## config.mk

```make
export PLATFORM = sky130hd
export DESIGN_NAME = at_line_tokenizer_core
export DESIGN_NICKNAME = d
export VERILOG_FILES = /design/src/atlt_pkg.sv /design/src/atlt_in_reg.sv /design/src/atlt_parser.sv /design/src/atlt_out_reg.sv /design/src/at_line_tokenizer_core.sv
export SDC_FILE = /design/constraint.sdc
export NUM_CORES = 1
export LEC_CHECK = 0
export ABC_AREA = 1
export BUFFER_PORTS_ARGS = -buffer_cell sky130_fd_sc_hd__buf_2
export CELL_PAD_IN_SITES_DETAIL_PLACEMENT = 0
export CELL_PAD_IN_SITES_GLOBAL_PLACEMENT = 1
export CORE_ASPECT_RATIO = 1.2
export CORE_MARGIN = 2
export CORE_UTILIZATION = 35
export DETAILED_ROUTE_END_ITERATION = 8
export PLACE_DENSITY = 0.69
export RECOVER_POWER = 25
export SETUP_SLACK_MARGIN = 0.5
export SLEW_MARGIN = 20
export SYNTH_ARGS = -nofsm -noshare
export SYNTH_HDL_FRONTEND = slang
export SYNTH_HIERARCHICAL = 1
export SYNTH_SLANG_ARGS = --single-unit
export TNS_END_PERCENT = 50
```

## constraint.sdc

```tcl
create_clock -name clk -period 3 [get_ports clk]
set_input_delay 0.3 -clock clk [delete_from_list [all_inputs] [get_ports clk]]
set_output_delay 0.3 -clock clk [all_outputs]
set_load 0.05 [all_outputs]
```

## src/atlt_pkg.sv

```systemverilog
`default_nettype none

package atlt_pkg;

  localparam int CmdMaxLenDefault     = 16;
  localparam int ParamMaxLenDefault   = 32;
  localparam int ParamMaxCountDefault = 8;

  localparam int CmdLenW   = 5;
  localparam int ParamLenW = 6;
  localparam int ParamNumW = 4;

  typedef enum logic [1:0] {
    KIND_CMD     = 2'd0,
    KIND_PARAM   = 2'd1,
    KIND_SUMMARY = 2'd2
  } kind_t;

  typedef enum logic [1:0] {
    FMT_ATTEST   = 2'd0,
    FMT_RESPONSE = 2'd1,
    FMT_NOTICE   = 2'd2,
    FMT_USER     = 2'd3
  } fmt_t;

  typedef enum logic [1:0] {
    ST_OK            = 2'd0,
    ST_CMD_TOO_LONG  = 2'd1,
    ST_PARAM_TOO_LONG = 2'd2,
    ST_TOO_MANY      = 2'd3
  } status_t;

  localparam logic [7:0] ChPlus  = 8'h2b;
  localparam logic [7:0] ChGt    = 8'h3e;
  localparam logic [7:0] ChColon = 8'h3a;
  localparam logic [7:0] ChComma = 8'h2c;
  localparam logic [7:0] ChSpace = 8'h20;
  localparam logic [7:0] ChO     = 8'h4f;
  localparam logic [7:0] ChK     = 8'h4b;
  localparam logic [7:0] ChNul   = 8'h00;

  typedef struct packed {
    logic [7:0] char_value;
    logic       end_of_message;
  } in_item_t;

  typedef struct packed {
    logic [1:0] record_kind;
    logic [3:0] token_index;
    logic [5:0] char_position;
    logic [7:0] out_char;
    logic [1:0] format;
    logic [1:0] status;
    logic [3:0] param_count;
  } out_item_t;

endpackage

`default_nettype wire

```

## src/atlt_in_reg.sv

```systemverilog
`default_nettype none

module atlt_in_reg (
  input  wire               clk,
  input  wire               rst_n,
  input  wire               in_valid,
  output logic              in_ready,
  input  wire atlt_pkg::in_item_t in_data,
  input  wire               advance,
  output logic              item_valid,
  output atlt_pkg::in_item_t item
);

  logic               valid_r;
  logic               valid_nxt;
  atlt_pkg::in_item_t item_r;

  assign in_ready   = !valid_r || advance;
  assign item_valid = valid_r;
  assign item       = item_r;

  always_comb begin
    valid_nxt = valid_r;
    if (in_valid && in_ready) begin
      valid_nxt = 1'b1;
    end else if (advance) begin
      valid_nxt = 1'b0;
    end
  end

  always_ff @(posedge clk) begin
    if (!rst_n) begin
      valid_r <= 1'b0;
    end else begin
      valid_r <= valid_nxt;
    end
  end

  always_ff @(posedge clk) begin
    if (in_valid && in_ready) begin
      item_r <= in_data;
    end
  end

endmodule

`default_nettype wire

```

## src/atlt_parser.sv

```systemverilog
`default_nettype none

module atlt_parser #(
  parameter int CMD_MAX_LEN     = atlt_pkg::CmdMaxLenDefault,
  parameter int PARAM_MAX_LEN   = atlt_pkg::ParamMaxLenDefault,
  parameter int PARAM_MAX_COUNT = atlt_pkg::ParamMaxCountDefault
) (
  input  wire                 clk,
  input  wire                 rst_n,
  input  wire                 advance,
  input  wire atlt_pkg::in_item_t item,
  output logic                res_valid,
  output atlt_pkg::out_item_t res
);

  typedef enum logic [1:0] {
    PH_START = 2'd0,
    PH_CMD   = 2'd1,
    PH_PARAM = 2'd2,
    PH_ERR   = 2'd3
  } phase_t;

  typedef enum logic [1:0] {
    OKM_EMPTY = 2'd0,
    OKM_O     = 2'd1,
    OKM_OK    = 2'd2,
    OKM_NONE  = 2'd3
  } okm_t;

  localparam logic [atlt_pkg::CmdLenW-1:0]   CmdMax   = atlt_pkg::CmdLenW'(CMD_MAX_LEN);
  localparam logic [atlt_pkg::ParamLenW-1:0] ParMax   = atlt_pkg::ParamLenW'(PARAM_MAX_LEN);
  localparam logic [atlt_pkg::ParamNumW-1:0] CountMax = atlt_pkg::ParamNumW'(PARAM_MAX_COUNT);

  phase_t                            phase_r, phase_nxt;
  atlt_pkg::fmt_t                    fmt_r, fmt_nxt;
  logic [atlt_pkg::CmdLenW-1:0]      cmd_len_r, cmd_len_nxt;
  logic [atlt_pkg::ParamLenW-1:0]    par_len_r, par_len_nxt;
  logic [atlt_pkg::ParamNumW-1:0]    par_num_r, par_num_nxt;
  okm_t                              okm_r, okm_nxt;
  atlt_pkg::status_t                 err_r, err_nxt;

  always_comb begin
    logic [7:0]     ch;
    logic [7:0]     cmd_delim;
    logic [7:0]     par_delim;
    logic           skip;
    atlt_pkg::fmt_t sum_fmt;
    atlt_pkg::status_t sum_st;
    logic [atlt_pkg::ParamNumW-1:0] sum_cnt;

    ch          = item.char_value;
    skip        = 1'b0;
    cmd_delim   = atlt_pkg::ChColon;
    par_delim   = atlt_pkg::ChComma;
    sum_fmt     = fmt_r;
    sum_st      = atlt_pkg::ST_OK;
    sum_cnt     = '0;
    phase_nxt   = phase_r;
    fmt_nxt     = fmt_r;
    cmd_len_nxt = cmd_len_r;
    par_len_nxt = par_len_r;
    par_num_nxt = par_num_r;
    okm_nxt     = okm_r;
    err_nxt     = err_r;
    res_valid   = 1'b0;
    res         = '0;

    if (advance) begin
      if (item.end_of_message) begin
        if (phase_r == PH_PARAM && par_len_r != '0) begin
          if (par_num_r >= CountMax) begin
            phase_nxt = PH_ERR;
            err_nxt   = atlt_pkg::ST_TOO_MANY;
          end else begin
            par_num_nxt = par_num_r + 1'b1;
          end
        end
        if (okm_r == OKM_EMPTY || okm_r == OKM_OK) begin
          sum_fmt = atlt_pkg::FMT_ATTEST;
        end else if (phase_nxt == PH_ERR) begin
          sum_st = err_nxt;
        end else if (phase_nxt == PH_PARAM) begin
          sum_cnt = par_num_nxt;
        end
        res_valid         = 1'b1;
        res.record_kind   = atlt_pkg::KIND_SUMMARY;
        res.format        = sum_fmt;
        res.status        = sum_st;
        res.param_count   = sum_cnt;
        phase_nxt   = PH_START;
        fmt_nxt     = atlt_pkg::FMT_ATTEST;
        cmd_len_nxt = '0;
        par_len_nxt = '0;
        par_num_nxt = '0;
        okm_nxt     = OKM_EMPTY;
        err_nxt     = atlt_pkg::ST_OK;
      end else if (ch != atlt_pkg::ChNul) begin
        case (okm_r)
          OKM_EMPTY: okm_nxt = (ch == atlt_pkg::ChO) ? OKM_O : OKM_NONE;
          OKM_O:     okm_nxt = (ch == atlt_pkg::ChK) ? OKM_OK : OKM_NONE;
          default:   okm_nxt = OKM_NONE;
        endcase

        if (phase_r == PH_START) begin
          phase_nxt = PH_CMD;
          if (ch == atlt_pkg::ChPlus) begin
            fmt_nxt = atlt_pkg::FMT_RESPONSE;
            skip    = 1'b1;
          end else if (ch == atlt_pkg::ChGt) begin
            fmt_nxt = atlt_pkg::FMT_NOTICE;
            skip    = 1'b1;
          end else begin
            fmt_nxt = atlt_pkg::FMT_USER;
          end
        end

        if (fmt_nxt == atlt_pkg::FMT_USER) begin
          cmd_delim = atlt_pkg::ChSpace;
          par_delim = atlt_pkg::ChSpace;
        end

        if (!skip) begin
          case (phase_nxt)
            PH_CMD: begin
              if (ch == cmd_delim) begin
                phase_nxt = PH_PARAM;
              end else if (cmd_len_r >= CmdMax) begin
                phase_nxt = PH_ERR;
                err_nxt   = atlt_pkg::ST_CMD_TOO_LONG;
              end else begin
                res_valid         = 1'b1;
                res.record_kind   = atlt_pkg::KIND_CMD;
                res.char_position = {1'b0, cmd_len_r};
                res.out_char      = ch;
                res.format        = fmt_nxt;
                cmd_len_nxt       = cmd_len_r + 1'b1;
              end
            end
            PH_PARAM: begin
              if (ch == par_delim) begin
                if (par_len_r != '0) begin
                  if (par_num_r >= CountMax) begin
                    phase_nxt = PH_ERR;
                    err_nxt   = atlt_pkg::ST_TOO_MANY;
                  end else begin
                    par_num_nxt = par_num_r + 1'b1;
                    par_len_nxt = '0;
                  end
                end
              end else if (par_len_r >= ParMax) begin
                phase_nxt = PH_ERR;
                err_nxt   = atlt_pkg::ST_PARAM_TOO_LONG;
              end else begin
                res_valid         = 1'b1;
                res.record_kind   = atlt_pkg::KIND_PARAM;
                res.token_index   = par_num_r;
                res.char_position = par_len_r;
                res.out_char      = ch;
                res.format        = fmt_nxt;
                par_len_nxt       = par_len_r + 1'b1;
              end
            end
            default: begin
            end
          endcase
        end
      end
    end
  end

  always_ff @(posedge clk) begin
    if (!rst_n) begin
      phase_r   <= PH_START;
      fmt_r     <= atlt_pkg::FMT_ATTEST;
      cmd_len_r <= '0;
      par_len_r <= '0;
      par_num_r <= '0;
      okm_r     <= OKM_EMPTY;
      err_r     <= atlt_pkg::ST_OK;
    end else begin
      phase_r   <= phase_nxt;
      fmt_r     <= fmt_nxt;
      cmd_len_r <= cmd_len_nxt;
      par_len_r <= par_len_nxt;
      par_num_r <= par_num_nxt;
      okm_r     <= okm_nxt;
      err_r     <= err_nxt;
    end
  end

  a_eom_restart: assert property (@(posedge clk) disable iff (!rst_n)
    (advance && item.end_of_message) |=> (phase_r == PH_START && okm_r == OKM_EMPTY))
    else $error("state not cleared after message end");

  a_cmd_len: assert property (@(posedge clk) disable iff (!rst_n)
    cmd_len_r <= CmdMax)
    else $error("command length beyond limit");

  a_par_len: assert property (@(posedge clk) disable iff (!rst_n)
    par_len_r <= ParMax)
    else $error("parameter length beyond limit");

  a_par_num: assert property (@(posedge clk) disable iff (!rst_n)
    par_num_r <= CountMax)
    else $error("parameter count beyond limit");

  a_err_phase: assert property (@(posedge clk) disable iff (!rst_n)
    (err_r != atlt_pkg::ST_OK) |-> (phase_r == PH_ERR))
    else $error("error code set outside error phase");

endmodule

`default_nettype wire

```

## src/atlt_out_reg.sv

```systemverilog
`default_nettype none

module atlt_out_reg (
  input  wire                 clk,
  input  wire                 rst_n,
  input  wire                 advance,
  input  wire                 res_valid,
  input  wire atlt_pkg::out_item_t res,
  output logic                out_valid,
  input  wire                 out_ready,
  output atlt_pkg::out_item_t out_data
);

  logic                valid_r;
  logic                valid_nxt;
  atlt_pkg::out_item_t data_r;

  assign out_valid = valid_r;
  assign out_data  = data_r;

  always_comb begin
    valid_nxt = valid_r;
    if (advance && res_valid) begin
      valid_nxt = 1'b1;
    end else if (out_ready) begin
      valid_nxt = 1'b0;
    end
  end

  always_ff @(posedge clk) begin
    if (!rst_n) begin
      valid_r <= 1'b0;
    end else begin
      valid_r <= valid_nxt;
    end
  end

  always_ff @(posedge clk) begin
    if (advance && res_valid) begin
      data_r <= res;
    end
  end

endmodule

`default_nettype wire

```

## src/at_line_tokenizer_core.sv

```systemverilog
// at_line_tokenizer_core: streaming tokenizer for one AT command line
// input channel (in_valid / in_ready / in_data): one message byte per
//   transaction, or a terminator with end_of_message set; zero bytes are dropped
// result channel (out_valid / out_ready / out_data): command bytes, parameter
//   bytes with their token index, and one summary record per terminator
// byte records are provisional; the summary gives format, status and count
// path: an item passes the input register, then the parser logic, and its
//   record, if any, is registered in the output register
// throughput: one input transaction per cycle while no output record is held;
//   the parser state updates once per item between the two registers
// items that produce no record still pass through the parser
// receiver stall: a held output record stops the parser; in_ready falls once
//   the input register is also full, and no transaction is dropped
// reset (rst_n low, synchronous): both registers empty, parser back at the
//   start of a message
`default_nettype none

module at_line_tokenizer_core #(
  parameter int CMD_MAX_LEN     = atlt_pkg::CmdMaxLenDefault,
  parameter int PARAM_MAX_LEN   = atlt_pkg::ParamMaxLenDefault,
  parameter int PARAM_MAX_COUNT = atlt_pkg::ParamMaxCountDefault
) (
  input  wire                 clk,
  input  wire                 rst_n,
  input  wire                 in_valid,
  output logic                in_ready,
  input  wire atlt_pkg::in_item_t in_data,
  output logic                out_valid,
  input  wire                 out_ready,
  output atlt_pkg::out_item_t out_data
);

  logic                item_valid;
  atlt_pkg::in_item_t  item;
  logic                advance;
  logic                res_valid;
  atlt_pkg::out_item_t res;

  assign advance = item_valid && (!out_valid || out_ready);

  atlt_in_reg u_in_reg (
    .clk        (clk),
    .rst_n      (rst_n),
    .in_valid   (in_valid),
    .in_ready   (in_ready),
    .in_data    (in_data),
    .advance    (advance),
    .item_valid (item_valid),
    .item       (item)
  );

  atlt_parser #(
    .CMD_MAX_LEN     (CMD_MAX_LEN),
    .PARAM_MAX_LEN   (PARAM_MAX_LEN),
    .PARAM_MAX_COUNT (PARAM_MAX_COUNT)
  ) u_parser (
    .clk       (clk),
    .rst_n     (rst_n),
    .advance   (advance),
    .item      (item),
    .res_valid (res_valid),
    .res       (res)
  );

  atlt_out_reg u_out_reg (
    .clk       (clk),
    .rst_n     (rst_n),
    .advance   (advance),
    .res_valid (res_valid),
    .res       (res),
    .out_valid (out_valid),
    .out_ready (out_ready),
    .out_data  (out_data)
  );

endmodule

`default_nettype wire

```

==> results of run 1 <==
-- stage by stage --
step                setup slack, ns  total power (W)  cells  utilization [%]
floorplan                     0.590          0.00115    374                -
finish                        0.609          0.00205    563             45.1
global placement              0.466          0.00121    529             40.3
global route                  0.286          0.00214    563             45.1
CTS                           0.500          0.00205    547             43.1
detailed placement            0.402          0.00121    529             40.3
-- power breakdown --
| group | switching, W | leakage, nW | total [W] | internal (W) |
|---|---|---|---|---|
| clock | 0.000327 | 0.116 | 0.000837 | 0.000510 |
| sequential | 0.0000320 | 0.557 | 0.000971 | 0.000939 |
| combinational | 0.000167 | 0.910 | 0.000246 | 0.0000792 |
-- what timing repair did --
action                     in CTS  in global routing
cloned                          0                  2
buffers inserted                2                 14
pin swaps                       0                  9
setup endpoints to repair      21                 28
resized for setup               0                 21
-- cell usage in the layout, fill, tap and decap left out, types with 3 or more instances in the layout --
master	count
a211oi_1	3
a21oi_1	30
a21oi_2	4
buf_2	21
buf_4	19
clkbuf_1	22
clkbuf_8	11
dfxtp_1	24
edfxtp_1	37
ha_1	6
inv_1	40
inv_2	10
nand2_1	65
nand2_2	10
nand3_1	28
nand4_1	3
nor2_1	47
nor2_2	6
nor3_1	9
o21ai_0	13
o21ai_1	3
xor2_1	5
-- critical path, delay by kind of cell (launching register included) --
kind,cells,cell delay [ns]
buffers and inverters,2,0.18
DFF,1,0.36
AOI/OAI and AO/OA,1,0.35
and+or+nand+nor,4,1.30
-- sequential cells by signal (all words and copies together), names as in the netlist --
register / flops
u_parser/par_num_r: 4
u_out_reg/out_data: 28
u_parser/cmd_len_r: 5
u_parser/err_r: 2
u_parser/fmt_r: 2
u_parser/okm_r: 2
u_out_reg/out_valid: 1
u_in_reg/item: 9
u_parser/phase_r: 2
u_parser/par_len_r: 6
u_in_reg/item_valid: 1
-- path summary, 6_finish.rpt --
check | start | end | slack [ns] | cells past startpoint
hold / removal | in_data[4] | u_in_reg/item[4]$_DFFE_PP_ | 0.11 | 1
setup / recovery | u_in_reg/item_valid$_SDFFE_PN0P_ | u_out_reg/out_data[10]$_DFFE_PP_ | 0.61 | 7
hold reg to reg | u_parser/okm_r[1]$_SDFFE_PN0P_ | u_parser/okm_r[1]$_SDFFE_PN0P_ | 0.46 | 2
setup reg to reg | u_in_reg/item_valid$_SDFFE_PN0P_ | u_out_reg/out_data[10]$_DFFE_PP_ | 0.61 | 7
-- kinds of logic after synthesis --
family	count (synthesis)	share of synthesized area [%]
AO/OA/AOI/OAI	58	10.5
XOR/XNOR	5	1.41
adder cells (fa/ha/maj)	6	2.42
buffers and inverters	61	7.77
flip-flops	62	51.9
other	1	0.121
AND/OR/NAND/NOR	181	26.0
-- area by class of cell --
type | count | area, sq um | share of cell area [%]
repair buffers | 65 | 394 | 10.2
flip-flops and latches | 62 | 1610 | 41.5
clock buffers | 12 | 155 | 4.00
multi-input cells | 251 | 1310 | 33.6
clock inverters | 4 | 70.1 | 1.80
inverters | 52 | 199 | 5.12
well taps | 117 | 146 | 3.77
-- routing by layer --
metal,share of wire [%],vias to the layer above,global-route usage [%]
met3,3.7,15,3.37
met1,43,1201,17.1
met2,51,60,27.3
li1,-,1369,-
met4,2.4,0,9.01
met5,0,-,0
==> summary.txt, run 1 <==
Drt
  – Vias after detailed routing: 2645
  – Post-DRT Antenna Nets: 0
  – WL/cell: 12.9 um
  – Drt total wl: 7.28 mm
  – Drc violations: 0
  – Initial DRC count: 107
  – Vias/cell: around 4.7
  – DRT Pass-1 Iters: 4

Clock network
  – Cts bufs inserted: 9
  – Clock Pin Slew Worst Setup and Hold Paths: 0.07 ns
  – Post-CTS Hold Fix Bufs: 0
  – CTS tree: yes
  – # clock sinks: 62
  – H-tree depth: 3
  – Clk Latency, worst-skew pair: 0.35 ns
  – CTS Buffer Depth: 2
  – Root buffer cell: clkbuf_8

Layout
  – Final nets: 460
  – Post-route cell area: roughly 0.0039 sq mm
  – Fraction of layout cells with a size suffix above 1: 22.2%
  – Ant diodes: 0
  – Number of fill cells: 885
  – Area growth syn-to-layout: 24.9%

Logic synthesis
  – Mapped Area: 0.00311 sq mm
  – Sequential cell area fraction in the yosys report: 51.9%
  – EDFF count, synth: 37
  – Syn_nets: 393
  – Post-synth top cells: 70 x nand2_1, 49 x nor2_1, 46 x inv_1
  – Fraction of registers with async set/reset: 0%
  – Top post-synthesis cells by area: edfxtp_1 36%, dfxtp_1 16%, nand2_1 8.5%, nor2_1 5.9%, inv_1 5.6%
  – Syn_area_per_cell: around 8.3 sq um
  – Ys flop type: edfxtp_1
  – Yosys cell types: 36
  – Most common cell in the synthesized netlist: nand2_1
  – Syn. warnings: 6
  – Synth Instances: around 370
  – Synth top area share: 35.7%
  – Biggest area consumer among synthesized cells: edfxtp_1
  – #FFs+latches synth: 62

Global routing
  – Largest net degree at the start of global routing: 22
  – Vias in the first global route: 2504
  – First-pass GRT wire length: 11.5 mm
  – Global Route Usage Sum: between 10% and 20%
  – Initial antenna violation count: 0
  – Grt ovf: 0

STA
  – Final hold slack: ~0.11 ns
  – RSZ-0062 raised after global routing: true
  – Sum of negative setup slack: 0 ns
  – Final Max Tran Viols: 0
  – Fmax: roughly 420 MHz
  – Max_slew headroom: 46.1%
  – Worst Clk Skew: 0.0111 ns
  – Final hold violation count: 0
  – Min Tclk post-route: ~2.4 ns
  – Tcrit/Tclk final: 79.7%
  – Worst slew pin tran: 0.808 ns
  – Endpoints failing setup: 0

Power and ir drop
  – Pwr Density: 529 mW/mm^2
  – Pleak: 1.58 nW
  – IR Drop Worst-Case VDD: about 0.00028 V

Worst setup path
  – CP Max Fanout: 12
  – Worst setup path class: reg2reg
  – Crit path required time: 3.17 ns
  – Slowest cell delay on critical path: 0.43 ns
  – Startpoint Class: register
  – Critical path's slowest cell: nand3_1
  – Most frequent CP cell: inv_1
  – Crit path capture type: register
  – Crit-path cells: inv_1 -> a21oi_1 -> inv_1 -> nor2_1 -> and2_0 -> nand3_1 -> nor3_1
  – Arrival @ worst endpoint: 2.56 ns

Floorplanning
  – DIE WIDTH: 90.0 um
  – # rows: 37
  – I/O pin cnt: 43
  – Starting Density: 36.1%
  – Core box area: 0.00861 sq mm
  – Die area: 0.00965 sq mm
  – DIE HEIGHT: ~110 um

Run status
  – Status: complete, no violations

Placement
  – Input/output buffers: 42
  – DP HPWL: 5.18 mm
  – Gpl congestion: 0.911
  – Area post-placement: around 0.0035 sq mm

Worst hold path
  – Worst Hold Class: in2reg

Flow run
  – Maximum capacitance violations: 0
No activity file was read; power rests on OpenSTA's default activity.
==> run 2: changes to the inputs <==
Settings changed: PLACE_DENSITY 0.69 to 0.72.
Clock period 3 ns to 2 ns, I/O delays scaled along.
==> run 2 against run 1 <==
  * The flow now finishes with violations (negative setup slack)
  * Critical path depth is 10 higher
  * Clock power rose by 9.2%
  * Worst hold slack worse by 0.090 ns
  * Sequential power rose by 49%
  * Utilization is 9.0 points higher
  * Via count grew 13%
  * Fmax decreased by 1.8%
  * Total power is 42% higher
  * Combinational power is 120% higher
  * Final cell count up 12%
  * Worst setup slack worse by 1.0 ns
  * Largest power group unchanged
==> summary.txt, run 2 (synthesized netlist as in run 1, its figures left out) <==
Flow run
  – Maximum capacitance violations: 0

STA
  – Final setup margin: -0.436 ns
  – Min Tclk post-route: 2.44 ns
  – Worst slew pin tran: ~0.6 ns
  – Final Max Tran Viols: 0
  – RSZ-0062 raised after global routing: true
  – Max_slew headroom: 60.6%
  – Tcrit/Tclk final: 122%
  – Final hold violation count: 0
  – Fmax: around 400 MHz
  – Worst Clk Skew: 0.0108 ns
  – Endpoints failing setup: 54
  – Sum of negative setup slack: -15.04 ns
  – Final hold slack: 0.0248 ns

Floorplanning
  – Die area: just under 0.01 sq mm
  – DIE HEIGHT: 107 um
  – DIE WIDTH: 90.0 um
  – Core box area: 0.00861 sq mm
  – I/O pin cnt: 43
  – # rows: 37
  – Starting Density: between 30% and 40%

Drt
  – Initial DRC count: 111
  – Vias after detailed routing: 2989
  – Post-DRT Antenna Nets: 0
  – Drt total wl: 8.64 mm
  – Vias/cell: about 4.7
  – DRT Pass-1 Iters: 4
  – WL/cell: ~14 um
  – Drc violations: 0

Layout
  – Commonest non-fill, non-tap cell in the layout: buf_4
  – Most frequent cells in the layout: 72 x buf_4, 56 x nand2_1, 40 x nor2_1, 37 x edfxtp_1, 36 x buf_2
  – Multi-input gate area: roughly 0.0015 sq mm
  – Number of fill cells: 819
  – Fraction of layout cells with a size suffix above 1: 42.7%
  – Final nets: 529
  – Area growth syn-to-layout: 49.9%
  – Sequential cell area: 0.00162 sq mm
  – Ant diodes: 0
  – Max reg flops: 28

Worst setup path
  – Worst setup path class: reg2reg
  – Reg-to-reg startpoint: u_in_reg/item[1]$_DFFE_PP_
  – Crit path to: u_out_reg/out_data[2]$_DFFE_PP_
  – CP Launch Point: u_in_reg/item[1]$_DFFE_PP_
  – FF-to-FF path depth: 17
  – CP Max Fanout: 5
  – Worst R2R Setup Slack: -0.44 ns
  – Crit Reg-Reg Endpoint: u_out_reg/out_data[2]$_DFFE_PP_
  – Startpoint Class: register
  – Crit path required time: 2.07 ns
  – Crit path capture type: register
  – Arrival @ worst endpoint: 2.51 ns

Clock network
  – Cts bufs inserted: 9
  – Root buffer cell: clkbuf_8
  – CTS Buffer Depth: 2
  – CTS tree: yes
  – H-tree depth: 3
  – # clock sinks: 62
  – Clk Latency, worst-skew pair: 0.35 ns
  – Clock Pin Slew Worst Setup and Hold Paths: about 0.060 ns

Global routing
  – Vias in the first global route: approximately 3000
  – Initial antenna violation count: 0
  – First-pass GRT wire length: 13.7 mm
  – Global Route Usage Sum: a little under a fifth
  – Grt ovf: 0
  – Largest net degree at the start of global routing: 15

Placement
  – Input/output buffers: 42
  – DP HPWL: around 5.6 mm
  – Gpl congestion: 0.810

Worst hold path
  – Worst Hold Class: in2reg
  – Hold path depth: 1
  – Hold path startpoint: in_data[1]

Power and ir drop
  – Pleak: 1.98 nW
  – Pwr Density: 624 mW/mm^2
  – IR Drop Worst-Case VDD: 0.000337 V

Run status
  – Failing checks: negative setup slack
  – Status: finished with violations
==> run 2: worst max-delay path: stages, from the launching register on <==
cell        delay, ns
edfxtp_1         0.43
inv_2            0.09
nand2_1          0.07
nor2_1           0.12
nand3_2          0.09
nand2_2          0.08
inv_2            0.06
a21oi_2          0.14
nor2_2           0.07
nor2_2           0.13
nand2_2          0.08
nand2_2          0.08
nand3_2          0.09
a21oi_2          0.16
nand2_2          0.09
clkinvlp_4       0.11
buf_12           0.13
clkbuf_16        0.13
==> run 2: worst min-delay path by stage <==
| stage | to |
|---|---|
| 3_3_place_gp | u_in_reg/item[1]$_DFFE_PP_ |
| 3_5_place_dp | u_in_reg/item[3]$_DFFE_PP_ |
| 4_1_cts | u_in_reg/item[1]$_DFFE_PP_ |
| 5_1_grt | u_in_reg/item[6]$_DFFE_PP_ |
| 2_1_floorplan | u_in_reg/item[0]$_DFFE_PP_ |
| 6_report | u_in_reg/item[1]$_DFFE_PP_ |
==> run 2: cell type report <==
type,count,area share (%)
clock inverters,3,0.269
clock buffers,13,2.98
flip-flops and latches,62,34.7
multi-input cells,252,32.2
repair buffers,133,22.3
well taps,117,3.14
inverters,52,4.38
==> run 2: metrics by stage <==
step | total power (W) | instances | setup WS, ns | area [sq um] | utilization [%]
2_1_floorplan | 0.00173 | 374 | -0.343 | 3130 | -
3_3_place_gp | 0.00188 | 571 | -0.275 | 3800 | 44.2
3_5_place_dp | 0.00188 | 571 | -0.358 | 3800 | 44.2
4_1_cts | 0.00290 | 621 | -0.314 | 4450 | 51.7
5_1_grt | 0.00305 | 632 | -0.557 | 4660 | 54.1
6_report | 0.00291 | 632 | -0.436 | 4660 | 54.1
==> run 2: layer usage <==
layer	track usage (%)	routed length (um)	vias up
li1	-	-	1504
met1	20.5	3630	1407
met2	32.2	4410	58
met3	4.15	314	20
met4	10.1	279	0
met5	0	0	-
==> run 2: where the power goes <==
group	total [W]	switching, W	leakage (nW)	internal [W]
logic	0.000546	0.000317	1.35	0.000228
registers	0.00145	0.0000391	0.559	0.00141
clock network	0.000914	0.000473	0.0765	0.000441
total	0.00291	0.000829	1.98	0.00208
==> run 2: timing repair <==
item,CTS,global route
pin swaps,15,15
gates cloned,2,2
resized for setup,64,28
hold endpoints to repair,5,0
hold buffers,5,0
setup buffers,27,9
setup endpoints to repair,78,79
